`src/design/sob_pkg.sv`:
```
// Package for the Sobel edge magnitude block: shared types, constants and the
// kernel function. Used by sob_front, sob_queue and sob_back.
`timescale 1ns / 1ps

package sob_pkg;

    // BT.601 luma coefficients
    localparam logic [16:0] LUMA_R   = 17'd66;
    localparam logic [16:0] LUMA_G   = 17'd129;
    localparam logic [16:0] LUMA_B   = 17'd25;
    localparam logic [16:0] LUMA_RND = 17'd128;
    localparam logic [7:0]  LUMA_OFS = 8'd16;

    localparam logic OP_PIXEL = 1'b0;
    localparam logic OP_DRAIN = 1'b1;

    localparam logic REG_WIDTH  = 1'b0;
    localparam logic REG_HEIGHT = 1'b1;

    localparam logic [11:0] WIDTH_RESET  = 12'd640;
    localparam logic [12:0] HEIGHT_RESET = 13'd480;

    localparam int Q_DEPTH = 4;
    localparam int Q_AW    = 2;

    // window index row*3+col; rows top, mid, bottom; cols left, mid, right
    typedef logic [8:0][7:0] t_win;

    typedef struct packed {
        logic signed [10:0] gx;
        logic signed [10:0] gy;
        logic               row_end;
        logic               frame_end;
        logic               last;
    } t_job;

    function automatic t_job grad(input t_win w);
        int   gx;
        int   gy;
        t_job j;
        gx = (int'(w[2]) + 2 * int'(w[5]) + int'(w[8]))
           - (int'(w[0]) + 2 * int'(w[3]) + int'(w[6]));
        gy = (int'(w[6]) + 2 * int'(w[7]) + int'(w[8]))
           - (int'(w[0]) + 2 * int'(w[1]) + int'(w[2]));
        j.gx        = 11'(gx);
        j.gy        = 11'(gy);
        j.row_end   = 1'b0;
        j.frame_end = 1'b0;
        j.last      = 1'b0;
        return j;
    endfunction

endpackage

```
`src/design/sob_back.sv`:
```
// Back of the Sobel block: squares the gradients, takes the saturated integer
// square root one bit per cycle and holds the result for the output stream.
// Depends on sob_pkg.
`timescale 1ns / 1ps

module sob_back (
    input  logic          i_clk,
    input  logic          i_rst_n,
    input  logic          i_empty,
    input  sob_pkg::t_job i_job,
    output logic          o_pop,
    output logic          o_valid,
    input  logic          i_ready,
    output logic [7:0]    o_magnitude,
    output logic          o_row_end,
    output logic          o_frame_end,
    output logic          o_last
);

    typedef enum logic [4:0] {
        B_IDLE = 5'b00001,
        B_SQ   = 5'b00010,
        B_SUM  = 5'b00100,
        B_ROOT = 5'b01000,
        B_OUT  = 5'b10000
    } t_bstate;

    t_bstate r_state;
    sob_pkg::t_job r_job;
    logic [21:0] r_sqx, r_sqy, r_s;
    logic [7:0]  r_root, r_mag;
    logic [2:0]  r_k;
    logic signed [21:0] gx_ext, gy_ext, sqx, sqy;
    logic [7:0]  trial, root_next;
    logic [15:0] trial_sq;

    assign gx_ext = 22'(r_job.gx);
    assign gy_ext = 22'(r_job.gy);
    assign sqx    = gx_ext * gx_ext;
    assign sqy    = gy_ext * gy_ext;

    assign trial     = r_root | (8'd1 << r_k);
    assign trial_sq  = 16'(trial) * 16'(trial);
    assign root_next = (22'(trial_sq) <= r_s) ? trial : r_root;

    assign o_pop       = (r_state == B_IDLE) && !i_empty;
    assign o_valid     = (r_state == B_OUT);
    assign o_magnitude = r_mag;
    assign o_row_end   = r_job.row_end;
    assign o_frame_end = r_job.frame_end;
    assign o_last      = r_job.last;

    always_ff @(posedge i_clk) begin
        if (!i_rst_n) begin
            r_state <= B_IDLE;
        end else begin
            unique case (r_state)
                B_IDLE: if (!i_empty) r_state <= B_SQ;
                B_SQ:   r_state <= B_SUM;
                B_SUM:  r_state <= B_ROOT;
                B_ROOT: if (r_k == 3'd0) r_state <= B_OUT;
                B_OUT:  if (i_ready) r_state <= B_IDLE;
                default: r_state <= B_IDLE;
            endcase
        end
    end

    always_ff @(posedge i_clk) begin
        if (o_pop) begin
            r_job <= i_job;
        end
        if (r_state == B_SQ) begin
            r_sqx <= sqx;
            r_sqy <= sqy;
        end
        if (r_state == B_SUM) begin
            r_s    <= r_sqx + r_sqy;
            r_root <= '0;
            r_k    <= 3'd7;
        end
        if (r_state == B_ROOT) begin
            r_root <= root_next;
            r_k    <= r_k - 3'd1;
            if (r_k == 3'd0) begin
                // saturate: anything at or above 256 squared reads as full scale
                r_mag <= (r_s >= 22'd65536) ? 8'd255 : root_next;
            end
        end
    end

endmodule

```
`config.mk`:
```
export PLATFORM = sky130hd
export DESIGN_NAME = sob_back
export DESIGN_NICKNAME = d
export VERILOG_FILES = /design/src/design/sob_pkg.sv /design/src/design/sob_back.sv
export SDC_FILE = /design/constraint.sdc
export NUM_CORES = 1
export LEC_CHECK = 0
export BUFFER_PORTS_ARGS = -buffer_cell sky130_fd_sc_hd__buf_4
export CAP_MARGIN = 20
export CORE_MARGIN = 2
export CORE_UTILIZATION = 40
export CTS_CLUSTER_SIZE = 20
export DETAILED_ROUTE_END_ITERATION = 8
export MAX_ROUTING_LAYER = met4
export PLACE_DENSITY = 0.53
export SLEW_MARGIN = 10
export SYNTH_ARGS = -nofsm -noshare
export SYNTH_HDL_FRONTEND = slang
export SYNTH_SLANG_ARGS = --single-unit
```
`constraint.sdc`:
```
create_clock -name i_clk -period 6.7 [get_ports i_clk]
set_clock_uncertainty 0.05 [all_clocks]
set_input_delay 1.34 -clock i_clk [delete_from_list [all_inputs] [get_ports i_clk]]
set_output_delay 1.34 -clock i_clk [all_outputs]
set_load 0.05 [all_outputs]
```
==> impl_metrics.csv <==
group,metric,value,unit
status,outcome,"finished, final reports clean",
sta,hold_viol,0,
finish,mostFrequentLayoutCell,"inv_1",
routing,viasPerCell,4.77,
routing,drt_first_pass_iters,5,
global_route,grt_max_degree,45,
yosys,ys_ff_latch,113,
sta,slew_headroom,37.5,%
sta,setup_violations,0,
clocking,cts_buffer_depth,2,
critical_path,startpoint_type,"register",
yosys,synthArstFlopShare,0,%
critical_path,r2r-start,"r_k[0]",
worst_hold_path,min_to,"r_s[2]",
floorplanning,num_rows,71,
routing,ant_nets,0,
floorplanning,coreArea,0.0374,mm^2
yosys,yosysTopAreaCell,"fa_1",
worst_hold_path,hold_path.class,"reg -> reg",
clocking,cts_tree,"yes",
sta,max_freq,156,MHz
critical_path,cp_max_fo,5,
critical_path,rr_worst_depth,26,
clocking,h-tree-depth,4,
worst_hold_path,whs_path_depth,1,
sta,fin_crit,6.42,ns
global_route,grtUsageTotal,16.6,%
global_route,antenna_found_initial,0,
finish,fill_cells,3646,
sta,rsz0062_at_grt,"true",
place,place_congestion,0.795,
yosys,synth_top_area_share,31.2,%
yosys,synth_area_leaders,"fa_1 31%, edfxtp_1 21%, ha_1 13%",
worst_hold_path,hp-start,"r_sqx[2]",
floorplanning,initial_utilization,40.4,%
critical_path,cp-end-kind,"register",
clocking,insertion_delay,0.43,ns
sta,tightest_slew,0.932,ns
place,hpwl,23.3,mm
clocking,cts-buffers-inserted,17,
yosys,synth_edf_count,108,
floorplanning,dieHeight,198,um
clocking,clockRootBuffer,"clkbuf_16",
job,maxCapViolations,0,
yosys,syn_area,0.0151,mm^2
yosys,synth.avg_cell_area,10.3,um^2
global_route,grt_overflow,0,
clocking,hold_buffers,0,
routing,drt_iter0_drc,393,
clocking,path_clk_slew,0.06,ns
routing,vias,9741,
place,placed_area,0.0161,mm^2
yosys,synth.yosys.seq_area_share,22.1,%
finish,final_nets,1945,
yosys,synth_fp_nets,1891,
finish,multi_input_area,0.0105,mm^2
sta,period_share,95.8,%
sta,slew_violations,0,
critical_path,worst_ep_arrival_time,6.50,ns
place,port_buffers,41,
critical_path,r2r_end,"o_magnitude[4]",
global_route,grt_pass1_vias,10500,
critical_path,critPathKind,"reg -> reg",
routing,drc_errors,0,
floorplanning,pin_count,42,
yosys,synthCells,1466,
finish,drive_gt1_share,8.94,%
critical_path,r2r_setup_slack,0.28,ns
finish,most-common-layout-cells,"329 x inv_1, 234 x fa_1, 156 x ha_1",
finish,antennaDiodeCount,0,
finish,ff_latch_area,0.00334,mm^2
finish,final_area,0.0168,mm^2
yosys,yosysWarnings,0,
yosys,yosysUniqueCellTypes,58,
critical_path,cp.required,6.78,ns
routing,wl_per_cell,14.0,um
floorplanning,die-area,0.0393,mm^2
routing,drt-total-wl,28.6,mm
global_route,grt_pass1_wl,50.0,mm
finish,synthToLayoutAreaGrowth,11.5,%
yosys,ys.flop_type,"edfxtp_1",
clocking,clkSinkCount,113,
floorplanning,dieWidth,198,um
[cell type report]
class	count	share of cell area, %
clock buffer	17	2.53
multi-input combinational	987	62.3
clock inverter	15	1.00
tap	511	3.80
inverter	332	7.40
sequential	113	19.9
timing repair buffer	69	3.14
[how the worst max path moves through the flow]
stage	startpoint	end	cells past startpoint
after floorplan	r_k[0]	r_root[0]	26
after global placement	r_k[0]	o_magnitude[7]	26
after detailed placement	r_k[0]	o_magnitude[7]	26
after CTS	r_k[0]	o_magnitude[7]	28
after global routing	r_k[0]	o_magnitude[2]	26
final	r_k[0]	o_magnitude[4]	26
[per-layer routing]
| layer | global-route usage [%] | wire (um) | vias to the layer above |
|---|---|---|---|
| li1 | - | - | 4755 |
| met5 | - | 0 | - |
| met3 | 1.94 | 446 | 29 |
| met1 | 20.5 | 12900 | 4876 |
| met2 | 28.9 | 14900 | 81 |
| met4 | 4.12 | 381 | 0 |
[sequential cells by signal, indices dropped and copies added (netlist names)]
name / flops
r_k: 3
r_s: 22
gx_ext: 11
r_sqy: 21
o_row_end: 1
r_root: 8
gy_ext: 11
r_sqx: 21
o_last: 1
o_frame_end: 1
r_state: 5
o_magnitude: 8
[through the flow]
step / TNS [ns] / std cells / utilization, % / hold WS, ns / worst slack, ns
final: 0 / 2044 / 45.0 / 0.520 / 0.281
after global routing: -0.110 / 2044 / 45.0 / 0.542 / -0.0248
after CTS: 0 / 2041 / 44.7 / 0.521 / 0.0790
after detailed placement: -0.768 / 2008 / 43.1 / 0.502 / -0.107
after global placement: 0 / 2008 / 43.1 / 0.494 / 0.0180
after floorplan: 0 / 1466 / - / 0.428 / 0.329
[repair_timing]
item | in CTS | in global routing
buffers inserted | 1 | 1
endpoints found under the setup margin | 9 | 16
resized for setup | 0 | 29
endpoints found under the hold margin | 0 | 0
cloned | 0 | 1
pin swaps | 1 | 0
[synth_stat cells (all sizes together) (29+ instances only)]
library cell and count:
a21o 29, a21oi 56, and2 80, clkbuf 34, edfxtp 108, fa 235
ha 161, inv 332, nand2 74, nor2 67, o21ai 30, xnor2 53
xor2 29
[cells by family after synthesis]
logic type	Yosys count	synth area share, %
adder cells (fa/ha/maj)	396	44.5
XOR/XNOR	82	4.76
AO/OA/AOI/OAI	185	8.40
flip-flops	113	22.1
AND/OR/NAND/NOR	321	10.9
buffers and inverters	366	9.10
multiplexers	3	0.207
[worst max-delay path, stage by stage, from the launching register on]
cell and delay, ns:
edfxtp_1 0.48, inv_2 0.14, ha_2 0.21, a21oi_1 0.09
buf_4 0.16, nand2b_1 0.16, fa_1 0.54, inv_1 0.07
fa_1 0.49, fa_1 0.49, inv_1 0.05, fa_1 0.47
inv_1 0.05, ha_2 0.30, a21oi_2 0.19, a21oi_1 0.09
a2111oi_1 0.35, buf_4 0.18, a21oi_1 0.07, xor2_1 0.14
ha_1 0.29, and4_1 0.17, nand3_1 0.12, o21ai_2 0.19
o211ai_1 0.18, buf_4 0.25, a2bb2oi_1 0.13
Power is left out: the tool's default activity adds up to more than one toggle a clock period on the data nets, which glitch-free logic cannot reach.
