$ cat config.mk
export PLATFORM = sky130hd
export DESIGN_NAME = sob_queue
export DESIGN_NICKNAME = d
export VERILOG_FILES = /design/src/design/sob_pkg.sv /design/src/design/sob_queue.sv
export SDC_FILE = /design/constraint.sdc
export NUM_CORES = 1
export LEC_CHECK = 0
export ABC_AREA = 1
export BUFFER_PORTS_ARGS = -buffer_cell sky130_fd_sc_hd__buf_2
export CELL_PAD_IN_SITES_DETAIL_PLACEMENT = 0
export CELL_PAD_IN_SITES_GLOBAL_PLACEMENT = 1
export CORE_ASPECT_RATIO = 1.75
export CORE_UTILIZATION = 47
export CTS_BUF_LIST = sky130_fd_sc_hd__clkbuf_4 sky130_fd_sc_hd__clkbuf_8 sky130_fd_sc_hd__clkbuf_16
export DETAILED_ROUTE_END_ITERATION = 16
export PLACE_DENSITY = 0.77
export SLEW_MARGIN = 20
export SYNTH_ARGS = -nofsm -noshare
export SYNTH_HDL_FRONTEND = slang
export SYNTH_SLANG_ARGS = --single-unit
$ cat constraint.sdc
create_clock -name i_clk -period 1.8 [get_ports i_clk]
set_clock_uncertainty 0.05 [all_clocks]
set_input_delay 0.45 -clock i_clk [delete_from_list [all_inputs] [get_ports i_clk]]
set_output_delay 0.45 -clock i_clk [all_outputs]
set_load 0.01 [all_outputs]
$ cat src/design/sob_pkg.sv
// Package for the Sobel edge magnitude block: shared types, constants and the
// kernel function. Used by sob_front, sob_queue and sob_back.
`timescale 1ns / 1ps

package sob_pkg;

    // BT.601 luma coefficients
    localparam logic [16:0] LUMA_R   = 17'd66;
    localparam logic [16:0] LUMA_G   = 17'd129;
    localparam logic [16:0] LUMA_B   = 17'd25;
    localparam logic [16:0] LUMA_RND = 17'd128;
    localparam logic [7:0]  LUMA_OFS = 8'd16;

    localparam logic OP_PIXEL = 1'b0;
    localparam logic OP_DRAIN = 1'b1;

    localparam logic REG_WIDTH  = 1'b0;
    localparam logic REG_HEIGHT = 1'b1;

    localparam logic [11:0] WIDTH_RESET  = 12'd640;
    localparam logic [12:0] HEIGHT_RESET = 13'd480;

    localparam int Q_DEPTH = 4;
    localparam int Q_AW    = 2;

    // window index row*3+col; rows top, mid, bottom; cols left, mid, right
    typedef logic [8:0][7:0] t_win;

    typedef struct packed {
        logic signed [10:0] gx;
        logic signed [10:0] gy;
        logic               row_end;
        logic               frame_end;
        logic               last;
    } t_job;

    function automatic t_job grad(input t_win w);
        int   gx;
        int   gy;
        t_job j;
        gx = (int'(w[2]) + 2 * int'(w[5]) + int'(w[8]))
           - (int'(w[0]) + 2 * int'(w[3]) + int'(w[6]));
        gy = (int'(w[6]) + 2 * int'(w[7]) + int'(w[8]))
           - (int'(w[0]) + 2 * int'(w[1]) + int'(w[2]));
        j.gx        = 11'(gx);
        j.gy        = 11'(gy);
        j.row_end   = 1'b0;
        j.frame_end = 1'b0;
        j.last      = 1'b0;
        return j;
    endfunction

endpackage

$ cat src/design/sob_queue.sv
// Short job queue between front and back of the Sobel block.
// Depends on sob_pkg for the job type and depth.
`timescale 1ns / 1ps

module sob_queue (
    input  logic          i_clk,
    input  logic          i_rst_n,
    input  logic          i_push,
    input  sob_pkg::t_job i_data,
    output logic          o_full,
    input  logic          i_pop,
    output logic          o_empty,
    output sob_pkg::t_job o_data
);

    sob_pkg::t_job r_mem [sob_pkg::Q_DEPTH];
    logic [sob_pkg::Q_AW-1:0] r_wp, r_rp;
    logic [sob_pkg::Q_AW:0]   r_cnt;

    assign o_full  = (r_cnt == (sob_pkg::Q_AW+1)'(sob_pkg::Q_DEPTH));
    assign o_empty = (r_cnt == '0);
    assign o_data  = r_mem[r_rp];

    always_ff @(posedge i_clk) begin
        if (!i_rst_n) begin
            r_wp  <= '0;
            r_rp  <= '0;
            r_cnt <= '0;
        end else begin
            if (i_push) begin
                r_wp <= r_wp + 1'b1;
            end
            if (i_pop) begin
                r_rp <= r_rp + 1'b1;
            end
            if (i_push && !i_pop) begin
                r_cnt <= r_cnt + 1'b1;
            end else if (i_pop && !i_push) begin
                r_cnt <= r_cnt - 1'b1;
            end
        end
    end

    always_ff @(posedge i_clk) begin
        if (i_push) begin
            r_mem[r_wp] <= i_data;
        end
    end

endmodule

==> summary.md, run 1 <==
| Metric | Value |
|---|---|
| Max Cap Viol | 0 |
| Hold Crit Class | in2reg |
| Synth top cells by count | 100 x edfxtp_1, 55 x nor2_1, 25 x o21ai_1, 24 x o22ai_1, 20 x o21ai_2 |
| Area Growth Syn to Fin | 22.13% |
| Placed cells | around 470 |
| Non-filler cells, final | roughly 500 |
| Core ar. | slightly below 0.009 sq mm |
| Wire length per cell | approximately 17 um |
| GR Overflow Total | 0 |
| Netlist Area Pre-Place | ~0.0043 sq mm |
| Post-Synth Adder-Cell Area | 0.01940 |
| Largest net degree at the start of global routing | 26 |
| Avg Cell Area, Syn | 14.19 sq um |
| # nets final | ~410 |
| Cell variety after synth | 21 |
| Worst flop-to-flop path endpoint | r_mem[0][12] |
| DRC errors left | 0 |
| Post-layout util | 0.5957 |
| WS Path Type | reg2out |
| Crit path launch type | register |
| Crit Reg-Reg Startpoint | r_wp[0] |
| Final Hold Fails | 0 |
| CTS Buf Count | 9 |
| CP required | between 1 and 1.5 ns |
| Max VDD drop | 0.6549 mV |
| CP Max Fanout | 13 |
| Synth async-reset ratio | 0 |
| XOR/XNOR Fraction of Synth Area | 0 |
| Via-to-Cell Ratio | 5.194 |
| Post-layout min period | ~1.9 ns |
| Worst-Skew Late Latency | between 0.3 and 0.4 ns |
| IO Count | between 50 and 60 |
| Syn_nets | approximately 340 |
| Initial antenna violation count | 1 |
| DIE WIDTH | approximately 74 um |
| CP Buf/Inv Count | 3 |
| Synth area leader | edfxtp_1 |
| Pleak | 0.001936 uW |
| # rows | between 40 and 50 |
| Failing checks | setup timing |
| Area share of the largest cell type after synthesis | 0.7055 |
| CTS Buffer Depth | 2 |
| Port bufs | 55 |
| Critical-path top delay cell | dfxtp_4 |
| Worst hold slack | 0.2763 ns |
| Compound-Gate Fraction of Synth Area | 0.1264 |
| Total Power | roughly 5600 uW |
| Largest family of logic cells by synthesized area | compound AO/OA/AOI/OAI gates |
| CTS tree | built |
| Initial Utilization | 0.4877 |
| CP Data Arrival Time | 1.41 ns |
| Crit path capture type | output port |
| Number of synthesized register bits | approximately 110 |
| Status | complete, but fails checks |
| R2r worst-path depth | 5 |
| Post-Syn Instances | 300 |
| Layout cells sized above 1 | 0.3218 |
| Count leader, synth | edfxtp_1 |
| Routed Antenna Nets | 0 |
| Simple-gate share of the synthesized area | 0.06143 |
| Synth warnings | 0 |
| H-tree levels | 3 |
| Cells along the critical path | inv_8 > buf_12 > nor2_1 > o22ai_1 > buf_2 |
| Fin crit share | 1.060 |
| DRT iter0 DRCs | between 150 and 200 |
| Total Routing Usage GR | 0.1933 |
| Crit. path cell count | 5 |
| Hpwl dp | slightly above 5 mm |
| Clk sinks | 109 |
| Post-synthesis mux area share | 0 |
| EDFF count, synth | 100 |
| Largest cells by area after synthesis | edfxtp_1 71%, nor2_1 4.9%, dfxtp_1 4.2% |
| Ys flop type | edfxtp_1 |
| Top Family by Delay on Critical Path | buffers and inverters |
| Via count | ~2,600 |
| Routed wire length | around 8.2 mm |
| FMAX | 0.5240 GHz |
| Max incr delay on CP | 0.39 ns |
| CTS root buffer | clkbuf_16 |
| Internal reg-to-reg setup slack | ~0.47 ns |
| Placer congestion estimate | between 0.6 and 0.7 |
| Seq/Total Area, Yosys | 0.7478 |
| Setup ws final | -0.1085 ns |
| CP endpoint | o_data[12] |
| Final setup fails | 25 |
| Worst Tran Pin Value | roughly 0.26 ns |
| Power Density | between 1000 and 1500 mW/mm^2 |
| RSZ-0062 raised after global routing | true |
| Die Area | 0.009456 sq mm |
| Worst hold path startpoint | i_data[19] |
| Die height | 127.9 um |
| Relative slew margins | 0.8294 |
| Final Max Tran Viols | 0 |
| Clk slew on worst S/H paths | ~0.07 ns |
| Number of global-route vias before repair | between 2,000 and 3,000 |
| 1st-pass router iterations | 4 |
| First-pass GRT wire length | ~13 mm |
worst min-delay path by stage:
stage | endpoint | cells past startpoint
after global placement | r_rp[1] | 1
final | r_mem[0][19] | 1
after floorplan | register | 1
after global routing | r_mem[0][19] | 1
after detailed placement | r_rp[1] | 1
after CTS | r_mem[0][19] | 1
worst reg2reg max path: stages (launching register included):
cell	delay, ns
dfxtp_1	0.33
inv_1	0.12
ha_1	0.17
nand2_1	0.05
inv_1	0.09
buf_12	0.21
cell families (layout without fill, tap and decap cells):
kind of cell | after synthesis | in the layout
DFF | 109 | 109
other | 0 | 1
adders and majority gates | 6 | 6
AOI/OAI and AO/OA | 85 | 85
and+or+nand+nor | 68 | 68
buffers and inverters | 32 | 108
power breakdown:
part           switching [uW]  internal [uW]  leakage [uW]  total (uW)
logic                     371            262      0.000779         634
clock network             788           1260      0.000163        2050
registers                46.1           2880      0.000994        2930
layout make-up:
| class | count | area [sq um] |
|---|---|---|
| fillers | 685 | 3528 |
| flip-flops and latches | 109 | 3188 |
| multi-input cells | 159 | 905.9 |
| repair buffers | 75 | 563.0 |
| clock buffers | 11 | 246.5 |
| well taps | 117 | 146.4 |
| clock inverters | 5 | 75.07 |
| inverters | 17 | 71.32 |
| diodes | 1 | 2.502 |
registers in the layout (all words and copies together), names as in the netlist, named ones only:
name and cells:
r_cnt 3, r_mem 100, r_rp 2, r_wp 2
routing by layer:
layer	GRT usage	vias to the layer above	wire length, um
met4	0.08145	0	104
li1	-	1241	-
met3	0.04167	7	301
met1	0.1947	1273	3113
met2	0.3658	45	4657
met5	0	-	0
layout by cell type, fill, tap and decap left out, types with 2 or more instances in the layout:
cell	n
buf_6	6
buf_2	55
clkinv_2	3
ha_1	5
buf_12	7
o21ai_0	11
nor3_1	2
edfxtp_1	100
dfxtp_1	7
o22ai_1	23
o21ai_1	25
a21oi_1	4
o22ai_2	2
buf_4	5
nor2_2	4
inv_1	15
o21ai_2	19
nand2_1	9
clkbuf_16	9
bufinv_16	2
nor2_1	51
stage by stage:
step	area, sq um	setup slack [ns]	setup TNS [ns]
floorplan	4257	0.2817	0
global placement	4757	0.1289	0
detailed placement	4757	0.09440	0
CTS	5176	-0.1326	-2.327
global route	5196	-0.1365	-2.758
finish	5199	-0.1085	-1.128
what timing repair did:
action	4_1_cts	5_1_grt
pin swaps	0	2
buffers inserted	2	0
gates cloned	2	0
resized for setup	7	13
hold buffers	0	0
setup endpoints to repair	25	25
No activity file was read; power rests on OpenSTA's default activity.
==> run 2: changes to the inputs <==
CORE_ASPECT_RATIO = not set   (was 1.75)
CORE_UTILIZATION = 50   (was 47)
CTS_CLUSTER_DIAMETER = 150   (was not set)
PLACE_DENSITY = 0.81   (was 0.77)
clock period = 2.2 ns   (was 1.8 ns; I/O delays follow)
==> summary.md, run 2 (synthesis results as in run 1) <==
| Metric | Value |
|---|---|
| Status | finished clean |
| Final setup fails | 0 (-100%) |
| Clk slew on worst S/H paths | 0.10 ns (+0.03 ns) |
| CTS Buffer Depth | 2 (unchanged) |
| Initial antenna violation count | 0 (-1) |
| Port bufs | 55 (unchanged) |
| Hold Crit Class | in2reg |
| Initial Utilization | 0.5180 (+0.03030) |
| Largest register FFs | 100 (unchanged) |
| Post-layout util | 0.6056 (+0.009905) |
| Crit path capture type | output port |
| Via-to-Cell Ratio | 5.148 (-0.89%) |
| GR Overflow Total | 0 (unchanged) |
| GR Util met3 | 0.04773 (+0.006068) |
| First-pass GRT wire length | 11.61 mm (-12%) |
| Crit path launch type | register |
| Final Hold Fails | 0 (unchanged) |
| Most frequent cells in the layout | 100 x edfxtp_1, 55 x nor2_1, 55 x buf_2 |
| CP Data Arrival Time | 1.53 ns (+0.12 ns) |
| Die Area | 0.008886 sq mm (-6.0%) |
| # nets final | 404 (-0.49%) |
| Die height | 94.27 um (-26%) |
| Top flop regs | r_mem (100), r_cnt (3) |
| DRT iter0 DRCs | 132 (-17%) |
| Final Max Tran Viols | 0 (unchanged) |
| # hold bufs at CTS | 0 (unchanged) |
| Ant. Diodes | 0 (-1) |
| Pleak | 0.001844 uW (-4.8%) |
| Total Power | 4091 uW (-27%) |
| # rows | 33 (-27%) |
| CP required | 1.60 ns (+0.30 ns) |
| Core ar. | 0.008217 sq mm (-5.8%) |
| Fill cells | 664 (-3.1%) |
| Placer congestion estimate | 0.6859 (+1.7%) |
| IO Count | 56 (unchanged) |
| Number of global-route vias before repair | 2,351 (-15%) |
| Crit Reg-Reg Startpoint | r_wp[0] |
| Top reg by flops | r_mem |
| Commonest non-fill, non-tap cell in the layout | edfxtp_1 |
| Largest net degree at the start of global routing | 51 (+96%) |
| CP Max Fanout | 25 (+12) |
| Register area | 0.003188 sq mm (unchanged) |
| CTS Buf Count | 9 (unchanged) |
| DRC errors left | 0 (unchanged) |
| Power Density | 822.2 mW/mm^2 (-24%) |
| Met1 GRT Util | 0.2231 (+0.02841) |
| Post-layout min period | about 2.1 ns |
| CTS root buffer | clkbuf_8 |
| Busiest layer in global routing | met2 |
| Routed wire length | 7.798 mm (-4.6%) |
| DIE WIDTH | 94.27 um (+27%) |
| Max Cap Viol | 0 (unchanged) |
| WS Path Type | reg2out |
| Layout cells sized above 1 | 0.3048 (-0.01700) |
| Clk sinks | 109 (unchanged) |
| GRT met2 Usage | 0.3092 (-0.05660) |
| Dpl ws | 0.3807 ns (+0.2863 ns) |
| Area Growth Syn to Fin | 16.90% |
| Area of the multi-input gates | 882.1 sq um (-2.6%) |
| Via count | 2,466 (-3.9%) |
| Hpwl dp | 4.654 mm (-8.5%) |
| FMAX | between 0.4 and 0.5 GHz |
| 1st-pass router iterations | 5 (+1) |
| Routed Antenna Nets | 0 (unchanged) |
| Setup ws final | 0.07096 ns (+0.1795 ns) |
| Wire length per cell | 16.28 um (-1.6%) |
| CTS tree | built |
| Worst Tran Pin Value | 0.4019 ns (+0.1460 ns) |
| Relative slew margins | 0.7318 (-0.09761) |
| Total Routing Usage GR | 0.1848 (-0.008555) |
| Fin crit share | 0.9677 |
| Max VDD drop | 0.3428 mV (-48%) |
| Worst-Skew Late Latency | 0.37 ns (+0.04 ns) |
| Worst hold path startpoint | i_data[23] |
| H-tree levels | 3 (unchanged) |
==> run 2: cell count changes in the layout (fill, tap and decap cells not counted), sizes merged <==
cell / change
buf: -4
inv: +3
bufinv: -1
clkinv: -1
clkinvlp: +1
diode: -1
==> run 2: power breakdown <==
group          internal, uW  switching, uW  total, uW
Combinational           194            292        486
Sequential             2360           36.1       2390
Clock                   540            672       1210
Total                  3090           1000       4090
==> run 2: final timing paths <==
path / end / slack, ns / depth (start not counted)
worst max-delay path: o_data[20] / 0.07 / 5
worst min register to register: register / 0.39 / 1
worst max register to register: r_mem[2][3] / 0.66 / 5
worst min-delay path: r_mem[3][23] / 0.32 / 1
==> run 2: repair_timing <==
item,in CTS,in global routing
cloned,0,2
resized for setup,3,6
setup endpoints to repair,14,17
buffers inserted,0,2
pin swaps,0,1
==> run 2: worst max-delay path, cell delays in order, from the launching register on <==
cell and delay (ns):
dfxtp_4 0.42, buf_4 0.14, clkbuf_16 0.19, nor2_1 0.06, o22ai_1 0.16, buf_2 0.16
==> run 2: through the flow <==
stage          hold slack, ns  cells  instance area, sq um  setup TNS, ns
2_1_floorplan          0.3615    300                  4257              0
3_3_place_gp           0.3798    459                  4682              0
3_5_place_dp           0.3917    459                  4682              0
4_1_cts                0.3102    475                  4892              0
5_1_grt                0.3139    479                  4976      -0.001410
6_report               0.3228    479                  4976              0
==> run 2: final cells by class <==
| type | instances | area share |
|---|---|---|
| inverters | 17 | 0.01584 |
| multi-input cells | 159 | 0.1773 |
| clock inverters | 7 | 0.01559 |
| repair buffers | 73 | 0.09932 |
| well taps | 105 | 0.02640 |
| flip-flops and latches | 109 | 0.6407 |
| clock buffers | 9 | 0.02489 |
==> run 2: routing by layer <==
| layer | vias up | routed length, um |
|---|---|---|
| met5 | - | 0 |
| met3 | 16 | 325 |
| li1 | 1232 | - |
| met1 | 1168 | 3391 |
| met4 | 0 | 208 |
| met2 | 50 | 3872 |
==> run 3: changes to the inputs <==
CORE_UTILIZATION = 42   (was 50)
PLACE_DENSITY = 0.72   (was 0.81)
REMOVE_ABC_BUFFERS = 1   (was not set)
clock period = 1.8 ns   (was 2.2 ns; I/O delays follow)
==> summary.md, run 3 (synthesis results as in run 1) <==
| Metric | Value |
|---|---|
| Total Routing Usage GR | 0.1675 (-0.01730) |
| Hold Crit Class | in2reg |
| Non-filler cells, final | 512 (+6.9%) |
| WHS Path Cells | 1 (unchanged) |
| Max incr delay on CP | 0.43 ns (about the same) |
| Number of global-route vias before repair | 2,491 (+6.0%) |
| DIE WIDTH | 102.7 um (+8.9%) |
| Worst hold path startpoint | i_data[4] |
| FMAX | 0.5178 GHz |
| CP Buf/Inv Count | 2 (-1) |
| CTS tree | built |
| Routed wire length | 8.274 mm (+6.1%) |
| Crit Reg-Reg Startpoint | r_wp[0] |
| Pleak | 0.001891 uW (+2.5%) |
| Relative slew margins | 0.8195 (+0.08767) |
| Via count | 2,562 (+3.9%) |
| # rows | 36 (+9.1%) |
| Area of the multi-input gates | 903.4 sq um (+2.4%) |
| Final Hold Fails | 0 (unchanged) |
| Core ar. | 0.009819 sq mm (+20%) |
| Die Area | 0.01054 sq mm (+19%) |
| Largest register FFs | 100 (unchanged) |
| Port bufs | 55 (unchanged) |
| Worst hold slack | 0.2446 ns (-0.07811 ns) |
| Crit path capture type | output port |
| Ant. Diodes | 0 (unchanged) |
| Register area | 0.003191 sq mm (about the same) |
| WS Path Type | reg2out |
| Die height | 102.7 um (+8.9%) |
| Met3 WL | 346 um (+6.5%) |
| Power Density | 976.3 mW/mm^2 (+19%) |
| Top Family by Delay on Critical Path | flip-flops |
| Crit path launch type | register |
| Clk slew on worst S/H paths | 0.11 ns (about the same) |
| CP Data Arrival Time | 1.43 ns (-0.10 ns) |
| Worst Hold Endpoint | r_mem[1][4] |
| GR Overflow Total | 0 (unchanged) |
| R2r worst-path depth | 5 (unchanged) |
| Area Growth Syn to Fin | 19.58% |
| Fin crit share | 1.073 |
| Post-layout min period | a little under 2 ns |
| Failing checks | setup timing |
| Placer congestion estimate | 0.6870 (+0.16%) |
| # nets final | 409 (+1.2%) |
| CP required | 1.30 ns (-0.30 ns) |
| Commonest non-fill, non-tap cell in the layout | edfxtp_1 |
| Setup ws final | -0.1313 ns (-0.2022 ns) |
| Final Max Tran Viols | 0 (unchanged) |
| Max VDD drop | 0.3479 mV (+1.5%) |
| Worst flop-to-flop path endpoint | r_mem[2][19] |
| CTS Buf Count | 9 (unchanged) |
| Most frequent cells in the layout | 100 x edfxtp_1, 55 x buf_2, 54 x nor2_1 |
| IO Count | 56 (unchanged) |
| Routed Antenna Nets | 0 (unchanged) |
| Worst-Skew Late Latency | 0.35 ns (-0.02 ns) |
| DRC errors left | 0 (unchanged) |
| Internal reg-to-reg setup slack | 0.44 ns (-0.22 ns) |
| Initial antenna violation count | 0 (unchanged) |
| H-tree levels | 3 (unchanged) |
| 1st-pass router iterations | 4 (-1) |
| CTS Buffer Depth | 2 (unchanged) |
| Fill cells | 891 (+34%) |
| Cells along the critical path | buf_8 > o21ai_1 > o22ai_1 > buf_2 |
| Top flop regs | r_mem (100), r_cnt (3) |
| Placed cells | 493 (+7.4%) |
| Hpwl dp | 5.356 mm (+15%) |
| Initial Utilization | 0.4335 (-0.08456) |
| # hold bufs at CTS | 0 (unchanged) |
| RSZ-0062 raised after global routing | true |
| Final setup fails | 25 (+25) |
| First-pass GRT wire length | 12.91 mm (+11%) |
| CP Max Fanout | 19 (-24%) |
| CTS root buffer | clkbuf_8 |
| Via-to-Cell Ratio | 5.004 (-2.8%) |
| Highest routed layer | met4 |
| Clk sinks | 109 (unchanged) |
| DRT met1 WL | 3.808 mm (+12%) |
| Critical-path top delay cell | dfxtp_4 |
| Largest net degree at the start of global routing | 21 (-59%) |
| Wire length per cell | 16.16 um (-0.73%) |
| DRT iter0 DRCs | 73 (-45%) |
| Worst Tran Pin Value | 0.2708 ns (-0.1311 ns) |
| Top reg by flops | r_mem |
| Layout cells sized above 1 | 0.3219 (+0.01709) |
| Met2 wire length | 4.025 mm (+4.0%) |
| Max Cap Viol | 0 (unchanged) |
| Status | complete, but fails checks |
run 3: changes by cell type in the layout (fill, tap and decap cells not counted), sizes merged:
cell | before | now
clkinvlp | 1 | 0
clkbuf | 11 | 10
bufinv | 1 | 0
inv | 20 | 22
buf | 71 | 77
run 3: metrics by stage:
stage,setup TNS [ns],total power [uW],setup slack [ns],area [sq um],utilization
final,-2.138,4969,-0.1313,5090,0.5183
after global routing,-4.235,5191,-0.2139,5090,0.5183
after CTS,-2.737,5015,-0.1642,5065,0.5158
after detailed placement,0,3592,0.07912,4800,0.4888
after global placement,0,3577,0.1236,4800,0.4888
after floorplan,-14.04,3284,-0.5716,4131,-
run 3: power breakdown:
| group | total (uW) | leakage (uW) | internal [uW] | switching (uW) |
|---|---|---|---|---|
| Clock | 1410 | 0.0000976 | 541 | 870 |
| Sequential | 2930 | 0.000994 | 2880 | 46.2 |
| Combinational | 632 | 0.000799 | 264 | 368 |
run 3: worst max path at each step:
| stage | slack [ns] | from | depth (start not counted) | endpoint |
|---|---|---|---|---|
| floorplan | -0.57 | register | 3 | o_data[11] |
| global placement | 0.12 | i_push | 10 | r_cnt[2] |
| detailed placement | 0.08 | i_pop | 11 | r_cnt[2] |
| CTS | -0.16 | register | 4 | o_data[23] |
| global route | -0.21 | register | 4 | o_data[23] |
| finish | -0.13 | register | 4 | o_data[23] |
run 3: final cells by class:
class / instances / area share
Timing Repair Buffer: 78 / 0.1121
Clock buffer: 9 / 0.02434
Clock inverter: 7 / 0.01254
Multi-Input combinational cell: 159 / 0.1775
Tap cell: 133 / 0.03269
Inverter: 17 / 0.01401
Sequential cell: 109 / 0.6268
run 3: timing repair:
item,in CTS,in global routing
pin swaps,1,0
resized for setup,17,0
gates cloned,0,1
setup buffers,2,0
setup endpoints to repair,25,25
run 3: layer usage:
| layer | vias to the layer above | global-route usage |
|---|---|---|
| met5 | - | 0 |
| met4 | 0 | 0.06923 |
| met3 | 8 | 0.02712 |
| met2 | 55 | 0.2744 |
| met1 | 1252 | 0.2229 |
| li1 | 1247 | - |
